$ cat src/rtl/core/month_calendar_grid_top_defines.svh
// assertion macros shared by the calendar grid rtl
`ifndef MONTH_CALENDAR_GRID_TOP_DEFINES_SVH
`define MONTH_CALENDAR_GRID_TOP_DEFINES_SVH

`ifndef SYNTH
// same-cycle implication, checked on every clock outside reset
`define MCG_ASSERT_NOW(lbl, ante, cons) \
    lbl: assert property (@(posedge i_clk) disable iff (!i_rst_n) (ante) |-> (cons)) \
        else $error("calendar grid check failed");
// next-cycle implication
`define MCG_ASSERT_NEXT(lbl, ante, cons) \
    lbl: assert property (@(posedge i_clk) disable iff (!i_rst_n) (ante) |=> (cons)) \
        else $error("calendar grid check failed");
`else
`define MCG_ASSERT_NOW(lbl, ante, cons)
`define MCG_ASSERT_NEXT(lbl, ante, cons)
`endif

`endif

$ cat src/rtl/core/mcg_pkg.sv
package mcg_pkg;

    // grid shape
    localparam int GRID_ROWS  = 6;
    localparam int GRID_COLS  = 7;
    localparam int GRID_CELLS = GRID_ROWS * GRID_COLS;

    // accepted input ranges
    localparam int YEAR_MIN  = 1800;
    localparam int YEAR_MAX  = 3000;
    localparam int MONTH_MAX = 12;
    localparam logic [3:0] MONTH_FEB = 4'd2;

    // reciprocal multipliers for constant division
    localparam logic [12:0] RECIP_100       = 13'd5243;
    localparam int          RECIP_100_SHIFT = 19;
    localparam logic [12:0] RECIP_7         = 13'd4682;
    localparam int          RECIP_7_SHIFT   = 15;

    // descriptor queue between front and back
    localparam int QUEUE_DEPTH = 4;
    localparam int QPTR_W      = $clog2(QUEUE_DEPTH);
    localparam int QCNT_W      = $clog2(QUEUE_DEPTH + 1);

    typedef enum logic [1:0] {
        ST_OK          = 2'd0,
        ST_YEAR_RANGE  = 2'd1,
        ST_MONTH_RANGE = 2'd2
    } t_status;

    typedef struct packed {
        t_status    status;
        logic [2:0] first;
        logic [4:0] ndays;
    } t_grid_desc;

    // days in a common year
    function automatic logic [4:0] month_len(input logic [3:0] m);
        logic [4:0] len;
        unique case (m)
            4'd2:                     len = 5'd28;
            4'd4, 4'd6, 4'd9, 4'd11:  len = 5'd30;
            default:                  len = 5'd31;
        endcase
        return len;
    endfunction

    // (m * 3057 - 3007) / 100, day offset of the first of the month
    function automatic logic [8:0] month_offset(input logic [3:0] m);
        logic [8:0] off;
        unique case (m)
            4'd2:    off = 9'd31;
            4'd3:    off = 9'd61;
            4'd4:    off = 9'd92;
            4'd5:    off = 9'd122;
            4'd6:    off = 9'd153;
            4'd7:    off = 9'd183;
            4'd8:    off = 9'd214;
            4'd9:    off = 9'd245;
            4'd10:   off = 9'd275;
            4'd11:   off = 9'd306;
            4'd12:   off = 9'd336;
            default: off = 9'd0;
        endcase
        return off;
    endfunction

endpackage

$ cat src/rtl/core/mcg_ifs.sv
// request channel: one month and year per item
interface mcg_in_if;
    logic        valid;
    logic        ready;
    logic [3:0]  month;
    logic [11:0] year;

    modport source (output valid, output month, output year, input ready);
    modport sink   (input valid, input month, input year, output ready);
endinterface

// result channel: one grid cell per item
interface mcg_out_if;
    logic       valid;
    logic       ready;
    logic [2:0] week_row;
    logic [2:0] weekday_col;
    logic [4:0] day_number;
    logic [1:0] status;
    logic       last;

    modport source (output valid, output week_row, output weekday_col,
                    output day_number, output status, output last, input ready);
    modport sink   (input valid, input week_row, input weekday_col,
                    input day_number, input status, input last, output ready);
endinterface

$ cat src/rtl/core/mcg_front.sv
module mcg_front (
    input  logic                i_clk,
    input  logic                i_rst_n,
    mcg_in_if.sink              i_req,
    input  logic                i_q_full,
    output logic                o_push,
    output mcg_pkg::t_grid_desc o_push_desc
);

    logic               en;
    logic               acc;
    logic               year_bad;
    logic               month_bad;
    mcg_pkg::t_status   status_in;
    logic [11:0]        py_in;
    logic [24:0]        prod100;

    logic               r_v1;
    mcg_pkg::t_status   r_status1;
    logic [3:0]         r_month1;
    logic [11:0]        r_py1;
    logic [5:0]         r_q100_1;

    logic [11:0]        q_x100;
    logic [6:0]         rem100;
    logic               leap;
    logic [1:0]         adj;
    logic [4:0]         ndays2;
    logic [12:0]        sum2;

    logic               r_v2;
    mcg_pkg::t_status   r_status2;
    logic [4:0]         r_ndays2;
    logic [12:0]        r_sum2;

    logic [25:0]        prod7;

    logic               r_v3;
    mcg_pkg::t_status   r_status3;
    logic [4:0]         r_ndays3;
    logic [12:0]        r_sum3;
    logic [10:0]        r_q7_3;
    logic [12:0]        q_x7;

    // whole pipe holds while the last stage cannot push
    assign en          = !r_v3 || !i_q_full;
    assign i_req.ready = en;
    assign acc         = i_req.valid && en;

    // classify and start the year / 100 product
    always_comb begin
        year_bad  = (i_req.year < 12'(mcg_pkg::YEAR_MIN)) ||
                    (i_req.year > 12'(mcg_pkg::YEAR_MAX));
        month_bad = (i_req.month == 4'd0) || (i_req.month > 4'(mcg_pkg::MONTH_MAX));
        if (year_bad) begin
            status_in = mcg_pkg::ST_YEAR_RANGE;
        end else if (month_bad) begin
            status_in = mcg_pkg::ST_MONTH_RANGE;
        end else begin
            status_in = mcg_pkg::ST_OK;
        end
        py_in   = i_req.year - 12'd1;
        prod100 = 25'(py_in) * 25'(mcg_pkg::RECIP_100);
    end

    always_ff @(posedge i_clk) begin
        if (!i_rst_n) begin
            r_v1 <= 1'b0;
        end else if (en) begin
            r_v1 <= acc;
        end
    end

    always_ff @(posedge i_clk) begin
        if (en) begin
            r_status1 <= status_in;
            r_month1  <= i_req.month;
            r_py1     <= py_in;
            r_q100_1  <= prod100[mcg_pkg::RECIP_100_SHIFT +: 6];
        end
    end

    // leap rule and day count mod-7 sum; y%100==0 is (y-1)%100==99
    always_comb begin
        q_x100 = 12'(r_q100_1) * 12'd100;
        rem100 = 7'(r_py1 - q_x100);
        leap   = (r_py1[1:0] == 2'b11) && ((rem100 != 7'd99) || (r_q100_1[1:0] == 2'b11));
        ndays2 = mcg_pkg::month_len(r_month1) + 5'((r_month1 == mcg_pkg::MONTH_FEB) && leap);
        if (r_month1 > mcg_pkg::MONTH_FEB) begin
            adj = leap ? 2'd1 : 2'd2;
        end else begin
            adj = 2'd0;
        end
        sum2 = 13'(mcg_pkg::month_offset(r_month1)) + 13'(r_py1) + 13'(r_py1 >> 2)
             - 13'(r_q100_1) + 13'(r_q100_1 >> 2) - 13'(adj);
    end

    always_ff @(posedge i_clk) begin
        if (!i_rst_n) begin
            r_v2 <= 1'b0;
        end else if (en) begin
            r_v2 <= r_v1;
        end
    end

    always_ff @(posedge i_clk) begin
        if (en) begin
            r_status2 <= r_status1;
            r_ndays2  <= ndays2;
            r_sum2    <= sum2;
        end
    end

    // sum / 7 by reciprocal
    assign prod7 = 26'(r_sum2) * 26'(mcg_pkg::RECIP_7);

    always_ff @(posedge i_clk) begin
        if (!i_rst_n) begin
            r_v3 <= 1'b0;
        end else if (en) begin
            r_v3 <= r_v2;
        end
    end

    always_ff @(posedge i_clk) begin
        if (en) begin
            r_status3 <= r_status2;
            r_ndays3  <= r_ndays2;
            r_sum3    <= r_sum2;
            r_q7_3    <= prod7[mcg_pkg::RECIP_7_SHIFT +: 11];
        end
    end

    // remainder gives the weekday of the first, monday is zero
    always_comb begin
        q_x7               = 13'(r_q7_3) * 13'd7;
        o_push             = r_v3 && !i_q_full;
        o_push_desc.status = r_status3;
        o_push_desc.ndays  = r_ndays3;
        o_push_desc.first  = 3'(r_sum3 - q_x7);
    end

endmodule

$ cat src/rtl/core/mcg_queue.sv
`include "month_calendar_grid_top_defines.svh"

module mcg_queue (
    input  logic                i_clk,
    input  logic                i_rst_n,
    input  logic                i_push,
    input  mcg_pkg::t_grid_desc i_push_desc,
    input  logic                i_pop,
    output mcg_pkg::t_grid_desc o_head,
    output logic                o_full,
    output logic                o_nonempty
);

    mcg_pkg::t_grid_desc                r_entry [mcg_pkg::QUEUE_DEPTH];
    logic [mcg_pkg::QPTR_W-1:0]         r_wr_ptr;
    logic [mcg_pkg::QPTR_W-1:0]         r_rd_ptr;
    logic [mcg_pkg::QCNT_W-1:0]         r_count;
    logic [mcg_pkg::QPTR_W-1:0]         n_wr_ptr;
    logic [mcg_pkg::QPTR_W-1:0]         n_rd_ptr;
    logic [mcg_pkg::QCNT_W-1:0]         n_count;

    assign o_full     = (r_count == mcg_pkg::QCNT_W'(mcg_pkg::QUEUE_DEPTH));
    assign o_nonempty = (r_count != '0);
    assign o_head     = r_entry[r_rd_ptr];

    // pointer and fill count
    always_comb begin
        n_wr_ptr = r_wr_ptr;
        n_rd_ptr = r_rd_ptr;
        n_count  = r_count;
        if (i_push) begin
            n_wr_ptr = (r_wr_ptr == mcg_pkg::QPTR_W'(mcg_pkg::QUEUE_DEPTH - 1)) ?
                       '0 : r_wr_ptr + 1'b1;
        end
        if (i_pop) begin
            n_rd_ptr = (r_rd_ptr == mcg_pkg::QPTR_W'(mcg_pkg::QUEUE_DEPTH - 1)) ?
                       '0 : r_rd_ptr + 1'b1;
        end
        if (i_push && !i_pop) begin
            n_count = r_count + 1'b1;
        end else if (i_pop && !i_push) begin
            n_count = r_count - 1'b1;
        end
    end

    always_ff @(posedge i_clk) begin
        if (!i_rst_n) begin
            r_wr_ptr <= '0;
            r_rd_ptr <= '0;
            r_count  <= '0;
        end else begin
            r_wr_ptr <= n_wr_ptr;
            r_rd_ptr <= n_rd_ptr;
            r_count  <= n_count;
        end
    end

    // entry storage
    always_ff @(posedge i_clk) begin
        if (i_push) begin
            r_entry[r_wr_ptr] <= i_push_desc;
        end
    end

    `MCG_ASSERT_NOW(a_no_overflow, i_push, !o_full)
    `MCG_ASSERT_NOW(a_no_underflow, i_pop, o_nonempty)
    `MCG_ASSERT_NEXT(a_push_only_fills, i_push && !i_pop, r_count != '0)

endmodule

$ cat src/rtl/core/mcg_back.sv
`include "month_calendar_grid_top_defines.svh"

module mcg_back (
    input  logic                i_clk,
    input  logic                i_rst_n,
    input  mcg_pkg::t_grid_desc i_head,
    input  logic                i_nonempty,
    output logic                o_pop,
    mcg_out_if.source           o_cell
);

    logic                   r_act;
    mcg_pkg::t_grid_desc    r_desc;
    logic [5:0]             r_cell;
    logic [2:0]             r_row;
    logic [2:0]             r_col;

    logic                   r_ov;
    logic [2:0]             r_o_row;
    logic [2:0]             r_o_col;
    logic [4:0]             r_o_day;
    logic [1:0]             r_o_status;
    logic                   r_o_last;

    logic                   load;
    logic                   step;
    logic                   is_err;
    logic                   fin;
    logic [6:0]             diff;
    logic                   in_month;
    logic [4:0]             day;

    // output register takes a cell when empty or drained this cycle
    assign load   = !r_ov || o_cell.ready;
    assign step   = r_act && load;
    assign is_err = (r_desc.status != mcg_pkg::ST_OK);
    assign fin    = is_err || (r_cell == 6'(mcg_pkg::GRID_CELLS - 1));
    assign o_pop  = i_nonempty && (!r_act || (step && fin));

    // day in the current cell
    always_comb begin
        diff     = 7'(r_cell) - 7'(r_desc.first);
        in_month = (r_cell >= 6'(r_desc.first)) && (diff[5:0] < 6'(r_desc.ndays));
        day      = in_month ? 5'(diff + 7'd1) : 5'd0;
    end

    // cell walk, loads the next descriptor as the last cell goes out
    always_ff @(posedge i_clk) begin
        if (!i_rst_n) begin
            r_act <= 1'b0;
        end else if (o_pop) begin
            r_act <= 1'b1;
        end else if (step && fin) begin
            r_act <= 1'b0;
        end
    end

    always_ff @(posedge i_clk) begin
        if (o_pop) begin
            r_desc <= i_head;
            r_cell <= '0;
            r_row  <= '0;
            r_col  <= '0;
        end else if (step) begin
            r_cell <= r_cell + 6'd1;
            if (r_col == 3'(mcg_pkg::GRID_COLS - 1)) begin
                r_col <= '0;
                r_row <= r_row + 3'd1;
            end else begin
                r_col <= r_col + 3'd1;
            end
        end
    end

    // output register
    always_ff @(posedge i_clk) begin
        if (!i_rst_n) begin
            r_ov <= 1'b0;
        end else if (step) begin
            r_ov <= 1'b1;
        end else if (o_cell.ready) begin
            r_ov <= 1'b0;
        end
    end

    always_ff @(posedge i_clk) begin
        if (step) begin
            r_o_row    <= is_err ? 3'd0 : r_row;
            r_o_col    <= is_err ? 3'd0 : r_col;
            r_o_day    <= is_err ? 5'd0 : day;
            r_o_status <= r_desc.status;
            r_o_last   <= fin;
        end
    end

    assign o_cell.valid       = r_ov;
    assign o_cell.week_row    = r_o_row;
    assign o_cell.weekday_col = r_o_col;
    assign o_cell.day_number  = r_o_day;
    assign o_cell.status      = r_o_status;
    assign o_cell.last        = r_o_last;

    `MCG_ASSERT_NOW(a_grid_ends_at_corner,
        r_ov && r_o_last && (r_o_status == mcg_pkg::ST_OK),
        (r_o_row == 3'(mcg_pkg::GRID_ROWS - 1)) && (r_o_col == 3'(mcg_pkg::GRID_COLS - 1)))
    `MCG_ASSERT_NOW(a_error_is_single,
        r_ov && (r_o_status != mcg_pkg::ST_OK),
        r_o_last && (r_o_row == 3'd0) && (r_o_col == 3'd0) && (r_o_day == 5'd0))
    `MCG_ASSERT_NEXT(a_cell_held_on_stall, r_ov && !o_cell.ready, r_ov)

endmodule

$ cat src/rtl/core/month_calendar_grid_top.sv
// Monday-first month calendar grid.
// i_req takes one item per month/year pair (valid/ready, accepted when both
// are high). o_cell gives the results: for a valid pair 42 cells in
// week-major order, row 0 columns 0..6 first, each with the day number or 0
// for a blank cell, last set on the final cell. A year outside 1800..3000 or,
// with a good year, a month outside 1..12 gives one error item with last set.
// The first cell of an item passes the three front-end stages, the queue, the
// cell walk and the output register before it shows on o_cell.
// Throughput: one cell per cycle from the cell counter in the back end while
// o_cell is not stalled; a valid pair gives 42 cells and an error item one, and
// the next item's first cell follows straight on when the queue holds it.
// The front end is a three-stage pipeline feeding a four-entry queue, so up
// to seven items may be accepted ahead of the one being emitted.
// A stall on o_cell holds the cell in the output register; the cell walk and
// then the queue fill up, and i_req.ready drops once the queue is full and the last front-end stage holds an item.
// Reset (i_rst_n low, synchronous) empties the pipeline and the queue, stops the
// cell walk and drops o_cell.valid; nothing else needs clearing.
module month_calendar_grid_top (
    input  logic        i_clk,
    input  logic        i_rst_n,
    mcg_in_if.sink      i_req,
    mcg_out_if.source   o_cell
);

    logic                   q_full;
    logic                   q_nonempty;
    logic                   push;
    logic                   pop;
    mcg_pkg::t_grid_desc    push_desc;
    mcg_pkg::t_grid_desc    head_desc;

    // classify and find month length and first weekday
    mcg_front u_front (
        .i_clk       (i_clk),
        .i_rst_n     (i_rst_n),
        .i_req       (i_req),
        .i_q_full    (q_full),
        .o_push      (push),
        .o_push_desc (push_desc)
    );

    // descriptor queue
    mcg_queue u_queue (
        .i_clk       (i_clk),
        .i_rst_n     (i_rst_n),
        .i_push      (push),
        .i_push_desc (push_desc),
        .i_pop       (pop),
        .o_head      (head_desc),
        .o_full      (q_full),
        .o_nonempty  (q_nonempty)
    );

    // cell generator and output register
    mcg_back u_back (
        .i_clk      (i_clk),
        .i_rst_n    (i_rst_n),
        .i_head     (head_desc),
        .i_nonempty (q_nonempty),
        .o_pop      (pop),
        .o_cell     (o_cell)
    );

endmodule

$ cat src/flat_wrapper.sv
// flat-port wrapper written by rule: the top's interface ports become plain ports
module month_calendar_grid_top_flat 
  (i_clk, i_rst_n, i_req_valid, i_req_month, i_req_year, i_req_ready, o_cell_valid, o_cell_week_row, o_cell_weekday_col, o_cell_day_number, o_cell_status, o_cell_last, o_cell_ready);
  mcg_in_if i_req_i ();
  mcg_out_if o_cell_i ();
  input  logic i_clk;
  input  logic i_rst_n;
  input wire logic [$bits(i_req_i.valid)-1:0] i_req_valid;
  input wire logic [$bits(i_req_i.month)-1:0] i_req_month;
  input wire logic [$bits(i_req_i.year)-1:0] i_req_year;
  output wire logic [$bits(i_req_i.ready)-1:0] i_req_ready;
  output wire logic [$bits(o_cell_i.valid)-1:0] o_cell_valid;
  output wire logic [$bits(o_cell_i.week_row)-1:0] o_cell_week_row;
  output wire logic [$bits(o_cell_i.weekday_col)-1:0] o_cell_weekday_col;
  output wire logic [$bits(o_cell_i.day_number)-1:0] o_cell_day_number;
  output wire logic [$bits(o_cell_i.status)-1:0] o_cell_status;
  output wire logic [$bits(o_cell_i.last)-1:0] o_cell_last;
  input wire logic [$bits(o_cell_i.ready)-1:0] o_cell_ready;
  assign i_req_i.valid = i_req_valid;
  assign i_req_i.month = i_req_month;
  assign i_req_i.year = i_req_year;
  assign i_req_ready = i_req_i.ready;
  assign o_cell_valid = o_cell_i.valid;
  assign o_cell_week_row = o_cell_i.week_row;
  assign o_cell_weekday_col = o_cell_i.weekday_col;
  assign o_cell_day_number = o_cell_i.day_number;
  assign o_cell_status = o_cell_i.status;
  assign o_cell_last = o_cell_i.last;
  assign o_cell_i.ready = o_cell_ready;
  month_calendar_grid_top u_core (.i_clk(i_clk), .i_rst_n(i_rst_n), .i_req(i_req_i), .o_cell(o_cell_i));
endmodule
$ cat config.mk
export PLATFORM = sky130hd
export DESIGN_NAME = month_calendar_grid_top_flat
export DESIGN_NICKNAME = d
export VERILOG_FILES = /design/src/rtl/core/mcg_pkg.sv /design/src/rtl/core/mcg_ifs.sv /design/src/rtl/core/mcg_front.sv /design/src/rtl/core/mcg_queue.sv /design/src/rtl/core/mcg_back.sv /design/src/rtl/core/month_calendar_grid_top.sv /design/src/flat_wrapper.sv
export VERILOG_INCLUDE_DIRS = /design/src /design/src/rtl/core
export SDC_FILE = /design/constraint.sdc
export NUM_CORES = 1
export LEC_CHECK = 0
export BUFFER_PORTS_ARGS = -buffer_cell sky130_fd_sc_hd__buf_2
export CAP_MARGIN = 20
export CORE_MARGIN = 2
export CORE_UTILIZATION = 40
export CTS_CLUSTER_SIZE = 28
export DETAILED_ROUTE_END_ITERATION = 8
export SETUP_SLACK_MARGIN = 0.15
export SKIP_CTS_REPAIR_TIMING = 1
export SKIP_LAST_GASP = 1
export SLEW_MARGIN = 25
export SYNTH_ARGS = -nofsm -noshare
export SYNTH_HDL_FRONTEND = slang
export SYNTH_SLANG_ARGS = --single-unit
$ cat constraint.sdc
create_clock -name i_clk -period 6.7 [get_ports i_clk]
set_input_delay 0.335 -clock i_clk [delete_from_list [all_inputs] [get_ports i_clk]]
set_output_delay 0.335 -clock i_clk [all_outputs]
set_load 0.1 [all_outputs]
Word level (Yosys, flattened, before mapping)
Memory sizes are Yosys's and may differ from the RTL's. A register that Yosys moved wholly into a read port is not among the register bits.
Cells that the tools add are included.
{"block": "word_totals", "mem_count": 2, "reg_bits": 103, "ram_bits": 40, "input_bits": 20, "elab_cells": 119, "mem_bits_ro": 144}
{"block": "op_classes", "add_sub_neg": 18, "n_eq_ne": 13, "n_mux": 16, "reduce_logical": 32, "bitwise": 1, "n_lt_le_gt_ge": 6, "multipliers": 4}
{"memory": "(no name shown)", "depth": 16, "width": 9, "rd": 1, "rd_ports_with_merged_regs": 1, "write_ports": 0, "line_no": "mcg_pkg.sv:51", "source": "unique case (m)"}
{"memory": "u_core.u_queue.r_entry", "depth": 4, "width": 10, "rd": 1, "rd_ports_with_merged_regs": 1, "write_ports": 1, "line_no": "mcg_queue.sv:14", "source": "mcg_pkg::t_grid_desc r_entry [mcg_pkg::QUEUE_DEPTH];"}
{"operator": "multiplier 12 x 13 -> 25 bit, second input constant", "count": 1}
{"operator": "multiplier 13 x 12 -> 25 bit, second input constant", "count": 1}
{"operator": "adder 13 x 10 -> 13 bit", "count": 1}
{"operator": "adder 13 x 4 -> 13 bit", "count": 1}
{"operator": "adder 9 x 12 -> 13 bit", "count": 1}
{"operator": "subtractor 13 x 2 -> 13 bit", "count": 1}
{"operator": "subtractor 13 x 6 -> 13 bit", "count": 1}
{"operator": "> comparator 12 bit, second input constant", "count": 1}
{"operator": "less-than comparator 12 x 11 -> 1 bit, second input constant", "count": 1}
{"operator": "subtractor 12 x 1 -> 12 bit, second input constant", "count": 1}
{"operator": "multiplier 11 x 3 -> 3 bit, second input constant", "count": 1}
{"operator": "logical AND 1 bit", "count": 10}
{"operator": "2-to-1 mux 2 bit", "count": 5}
{"operator": "adder 3 x 1 -> 3 bit, second input constant", "count": 3}
{"operator": "2-to-1 mux 3 bit", "count": 3}
{"operator": "equality test 2 bit, second input constant", "count": 4}
{"operator": "equality test 4 x 3 -> 1 bit, second input constant", "count": 2}
{"operator": "equality test 4 bit, second input constant", "count": 2}
{"operator": "nonzero test 2 bit", "count": 4}
{"operator": "logical OR 1 bit", "count": 7}
{"operator": "inequality test 7 bit, second input constant", "count": 1}
{"operator": "subtractor 7 bit", "count": 1}
{"operator": "adder 6 x 1 -> 6 bit, second input constant", "count": 1}
{"operator": "equality test 3 bit, second input constant", "count": 2}
{"operator": "other kinds (23)", "count": 34}

Logic depth before layout (Yosys ltp)
{"block": "depth", "ltp_word": 9, "depth_mapped": 28, "depth_no_buf": 26}

By module
Synthesis repeated with hierarchy kept, for this count alone.
{"block": "hier_totals", "cells_unflattened": 1031, "area_unflattened_um2": 11897.7}
{"mod": "mcg_front", "cells_per_inst": 776, "area_each_um2": 8071.5, "instances": 1}
{"mod": "mcg_back", "cells_per_inst": 159, "area_each_um2": 1924.3, "instances": 1}
{"mod": "mcg_queue", "cells_per_inst": 96, "area_each_um2": 1901.8, "instances": 1}

Worst setup path before layout
Ideal clock, no wire load.
{"block": "synth_timing", "path_type": "input-to-reg", "from": "in i_req_year[0]", "to": "reg u_core.u_front.r_q100_1[5], data pin", "stages": 28, "n_path_buf": 2, "path_slack_ns": 0.731, "t_arrival_ns": 5.711, "path_cell_list": "buf_2 > inv_1 > ha_1 > nand2b_1 > or4_1 > buf_2 > xnor2_1 > inv_1 > ha_1 > inv_1 > ha_1 > xor2_1 > ha_1 > inv_1 > fa_1 > inv_1 > fa_1 > inv_1 > fa_1 > inv_1 > ha_1 > a211oi_1 > o21ai_0 > nand3_1 > o21ai_0 > o31a_1 > nor2_1 > xnor2_1"}
{"block": "synth_via", "elab_chain_len": 2}
{"item": "from (decl)", "line_no": "flat_wrapper.sv:10", "source": "input wire logic [$bits(i_req_i.year)-1:0] i_req_year;"}
{"item": "subtractor 12 x 1 -> 12 bit", "line_no": "mcg_front.sv:62", "source": "py_in = i_req.year - 12'd1;"}
{"item": "multiplier 12 x 13 -> 25 bit", "line_no": "mcg_front.sv:63", "source": "prod100 = 25'(py_in) * 25'(mcg_pkg::RECIP_100);"}
{"item": "net u_core.u_front.prod100[24]", "line_no": "mcg_front.sv:16", "source": "logic [24:0] prod100;"}
{"item": "to (signal assigned)", "line_no": "mcg_front.sv:79", "source": "r_q100_1 <= prod100[mcg_pkg::RECIP_100_SHIFT +: 6];"}
{"item": "to (decl)", "line_no": "mcg_front.sv:22", "source": "logic [5:0] r_q100_1;"}
The timed path passes the listed nets, and every way through them passes these cells.
A chain may end at the register's enable or synchronous reset.

Worst setup path after layout
Same ends and word-level chain as after synthesis.

==> results.json <==
{
  "syn_inst": 1014,
  "cts_tree": "yes",
  "place_congestion": 0.871,
  "synth_area_um2": 11200,
  "multi_input_area_um2": 6430,
  "overflow": 0,
  "max_cap_violations": 0,
  "max_slew.worst_pin.slew_ns": 1.01,
  "critical_path_required_ns": 6.87,
  "r2r_setup_slack_ns": 1.24,
  "fin_area_um2": 12500,
  "ant_nets": 0,
  "hold_viol_final": 0,
  "cp.arrival_ns": 6.21,
  "syn_avg_cell_area_um2": 11.1,
  "regArea_um2": 3870,
  "hold_path_class": "in -> reg",
  "critPathKind": "in -> reg",
  "period_share": 0.902,
  "layout-area-overhead-vs-synth_pct": 11.3,
  "dieArea_um2": 29400,
  "status": "finished clean",
  "io_buffers": 35,
  "start_util": 0.405,
  "reg2reg_from": "u_core.u_front.r_q100_1[0]$_DFFE_PN_",
  "grt.total_usage": 0.143,
  "vias": 6828,
  "slew_violations": 0,
  "whs_path_depth": 1,
  "fillerInstances": 2586,
  "die_x_um": 171,
  "critical_path.endpoint_type": "flop",
  "fin_skew_ns": 0.0127,
  "tns_ns": 0,
  "first_pass_iters": 6,
  "cp-start-kind": "input port",
  "dr.first_iter.drc_count": 234,
  "antenna_cells": 0,
  "ys.flop_type": "edfxtp_1",
  "drt-total-wl_um": 19300,
  "avgViaCountPerCell": 4.70,
  "synth_cell_types": 56,
  "rsz0062_at_grt": "no",
  "yosysWarnings": 0,
  "core-area_um2": 27700,
  "synth_fp_nets": 1299,
  "ios": 36,
  "synth_edf_count": 107,
  "path_max_fanout": 8,
  "reg2reg_depth": 23,
  "max_freq_mhz": 165,
  "htree_levels": 4,
  "fin_nets": 1346,
  "root_buffer": "clkbuf_16",
  "hpwl_um": 15900,
  "fin_crit_ns": 6.04,
  "wl_per_cell_um": 13.3,
  "hold_start": "i_req_month[0]",
  "yosysSeqAreaShare": 0.346,
  "antenna_found_initial": 0,
  "clk_pin_slew_ns": 0.07,
  "r2r-end": "u_core.u_front.r_sum2[11]$_DFFE_PN_",
  "cts_buffer_depth": 2,
  "die_y_um": 171,
  "synth_seq_cells": 140,
  "grt_pass1_wl_um": 33300,
  "async_reset_ff_frac": 0,
  "clkLatencyLatePin_ns": 0.43,
  "min_to": "u_core.u_front.r_month1[0]$_DFFE_PN_",
  "layout-drive-gt1-share": 0.0875,
  "utilization": 0.450,
  "slew_headroom": 0.324,
  "rows": 61,
  "setup_violations": 0,
  "cts_buffers": 17,
  "clock-sinks": 140,
  "dpl_cell_area_um2": 11800,
  "drcViolationCount": 0,
  "first_global_vias": 7024,
  "grt_max_degree": 48
}
-- sequential cells by signal, summed over array words and instances (netlist names), 4 cells and up, named ones only --
name,flops
u_core.u_back.r_desc,8
u_core.u_back.r_cell,6
u_core.u_front.r_sum2,13
u_core.u_front.r_q100_1,6
u_core.u_front.r_month1,4
u_core.u_front.r_py1,12
u_core.u_back.o_cell.day_number,5
u_core.u_queue.r_entry,32
-- Yosys cell counts, types with 5 or more instances --
library cell | count | area share
a21oi_1 | 27 | 0.012
a21o_1 | 10 | 0.0067
nand2b_1 | 5 | 0.0028
nor3_1 | 10 | 0.0045
o21ai_0 | 23 | 0.010
a31oi_1 | 7 | 0.0039
fa_1 | 85 | 0.15
xor2_1 | 19 | 0.015
ha_1 | 180 | 0.20
nor2b_1 | 17 | 0.0095
nand4_1 | 5 | 0.0028
nor2_1 | 48 | 0.016
mux2i_1 | 12 | 0.011
a211oi_1 | 7 | 0.0047
buf_2 | 7 | 0.0031
mux4_2 | 8 | 0.016
dfxtp_1 | 33 | 0.059
edfxtp_1 | 107 | 0.29
xnor2_1 | 51 | 0.040
nand3_1 | 13 | 0.0058
and2_1 | 11 | 0.0061
nand2_1 | 44 | 0.015
clkbuf_1 | 5 | 0.0017
inv_1 | 226 | 0.076
-- critical path, cell delays in order --
cell	delay, ns
buf_2	0.16
inv_1	0.15
ha_1	0.26
nand2b_1	0.16
or4_1	0.55
xnor2_1	0.24
inv_1	0.07
ha_1	0.31
inv_1	0.08
ha_1	0.34
xor2_1	0.18
ha_1	0.17
a21oi_1	0.05
fa_1	0.52
inv_1	0.05
fa_1	0.53
inv_1	0.05
fa_1	0.52
inv_1	0.04
ha_1	0.30
a211oi_1	0.27
o21ai_0	0.15
nand3_1	0.09
o21ai_0	0.12
o31a_1	0.28
nor2_1	0.12
xnor2_1	0.08
-- worst max-delay path by stage --
| stage | from | cells past startpoint | slack, ns | end |
|---|---|---|---|---|
| floorplan | i_req_year[0] | 28 | 0.73 | u_core.u_front.r_q100_1[5]$_DFFE_PN_ |
| global placement | i_req_year[0] | 23 | 0.40 | u_core.u_front.r_q100_1[3]$_DFFE_PN_ |
| detailed placement | i_req_year[0] | 23 | 0.23 | u_core.u_front.r_q100_1[3]$_DFFE_PN_ |
| CTS | i_req_year[0] | 27 | 0.67 | u_core.u_front.r_q100_1[5]$_DFFE_PN_ |
| global route | i_req_year[0] | 27 | 0.30 | u_core.u_front.r_q100_1[5]$_DFFE_PN_ |
| finish | i_req_year[0] | 27 | 0.66 | u_core.u_front.r_q100_1[5]$_DFFE_PN_ |
-- area by class of cell --
class,count,share of cell area
Clock inverter,15,0.0156
Timing Repair Buffer,42,0.0183
Clock buffer,17,0.0341
Inverter,226,0.0680
Tap cell,378,0.0379
Multi-Input combinational cell,634,0.515
Sequential cell,140,0.311
-- layer usage --
layer  routed length [um]  GRT usage  vias up
li1                     -          -     3456
met4                  395     0.0457        0
met1                 8590      0.174     3270
met5                    0          0        -
met3                  516     0.0281       26
met2                 9770      0.256       76
-- metrics by stage --
stage,cells,setup slack (ns),hold WS [ns]
floorplan,1014,0.731,0.400
global placement,1420,0.402,0.402
detailed placement,1420,0.229,0.406
CTS,1452,0.667,0.110
global route,1452,0.297,0.117
finish,1452,0.656,0.130
-- cells in the final DEF (no fill, tap or decap), types with 3 or more instances in the layout --
cell type  synthesis  final
inv_6              0      3
a211oi_1           7      7
a21o_1            10     10
xnor2_1           51     51
edfxtp_1         107    107
a21boi_0           3      3
nor3_1            10     10
nor2b_1           17     16
buf_4              0      7
a31oi_1            7      7
buf_2              7     35
inv_1            226    225
and2_1            11     11
clkinv_8           0      7
nor4_1             3      3
or4_1              3      3
nand2_1           44     44
inv_8              0      4
nor2_1            48     48
a21oi_1           27     27
o21ai_0           23     23
xor2_1            19     19
ha_1             180    180
fa_1              85     85
nand2b_1           5      5
mux2i_1           12     12
nand4_1            5      5
nand3_1           13     13
clkbuf_16          0     17
and3_1             4      4
o21a_1             3      3
nand4b_1           3      3
mux4_2             8      8
dfxtp_1           33     33
-- logic make-up after synthesis --
kind of cell | synth area share
fa+ha+maj | 0.353
buf+inv | 0.0812
simple gates | 0.0819
flops | 0.346
compound gates | 0.0549
xor+xnor | 0.0547
mux | 0.0288
Power is not shown: default switching activity piles up to over one toggle a cycle in this logic, so the estimate is an artifact.
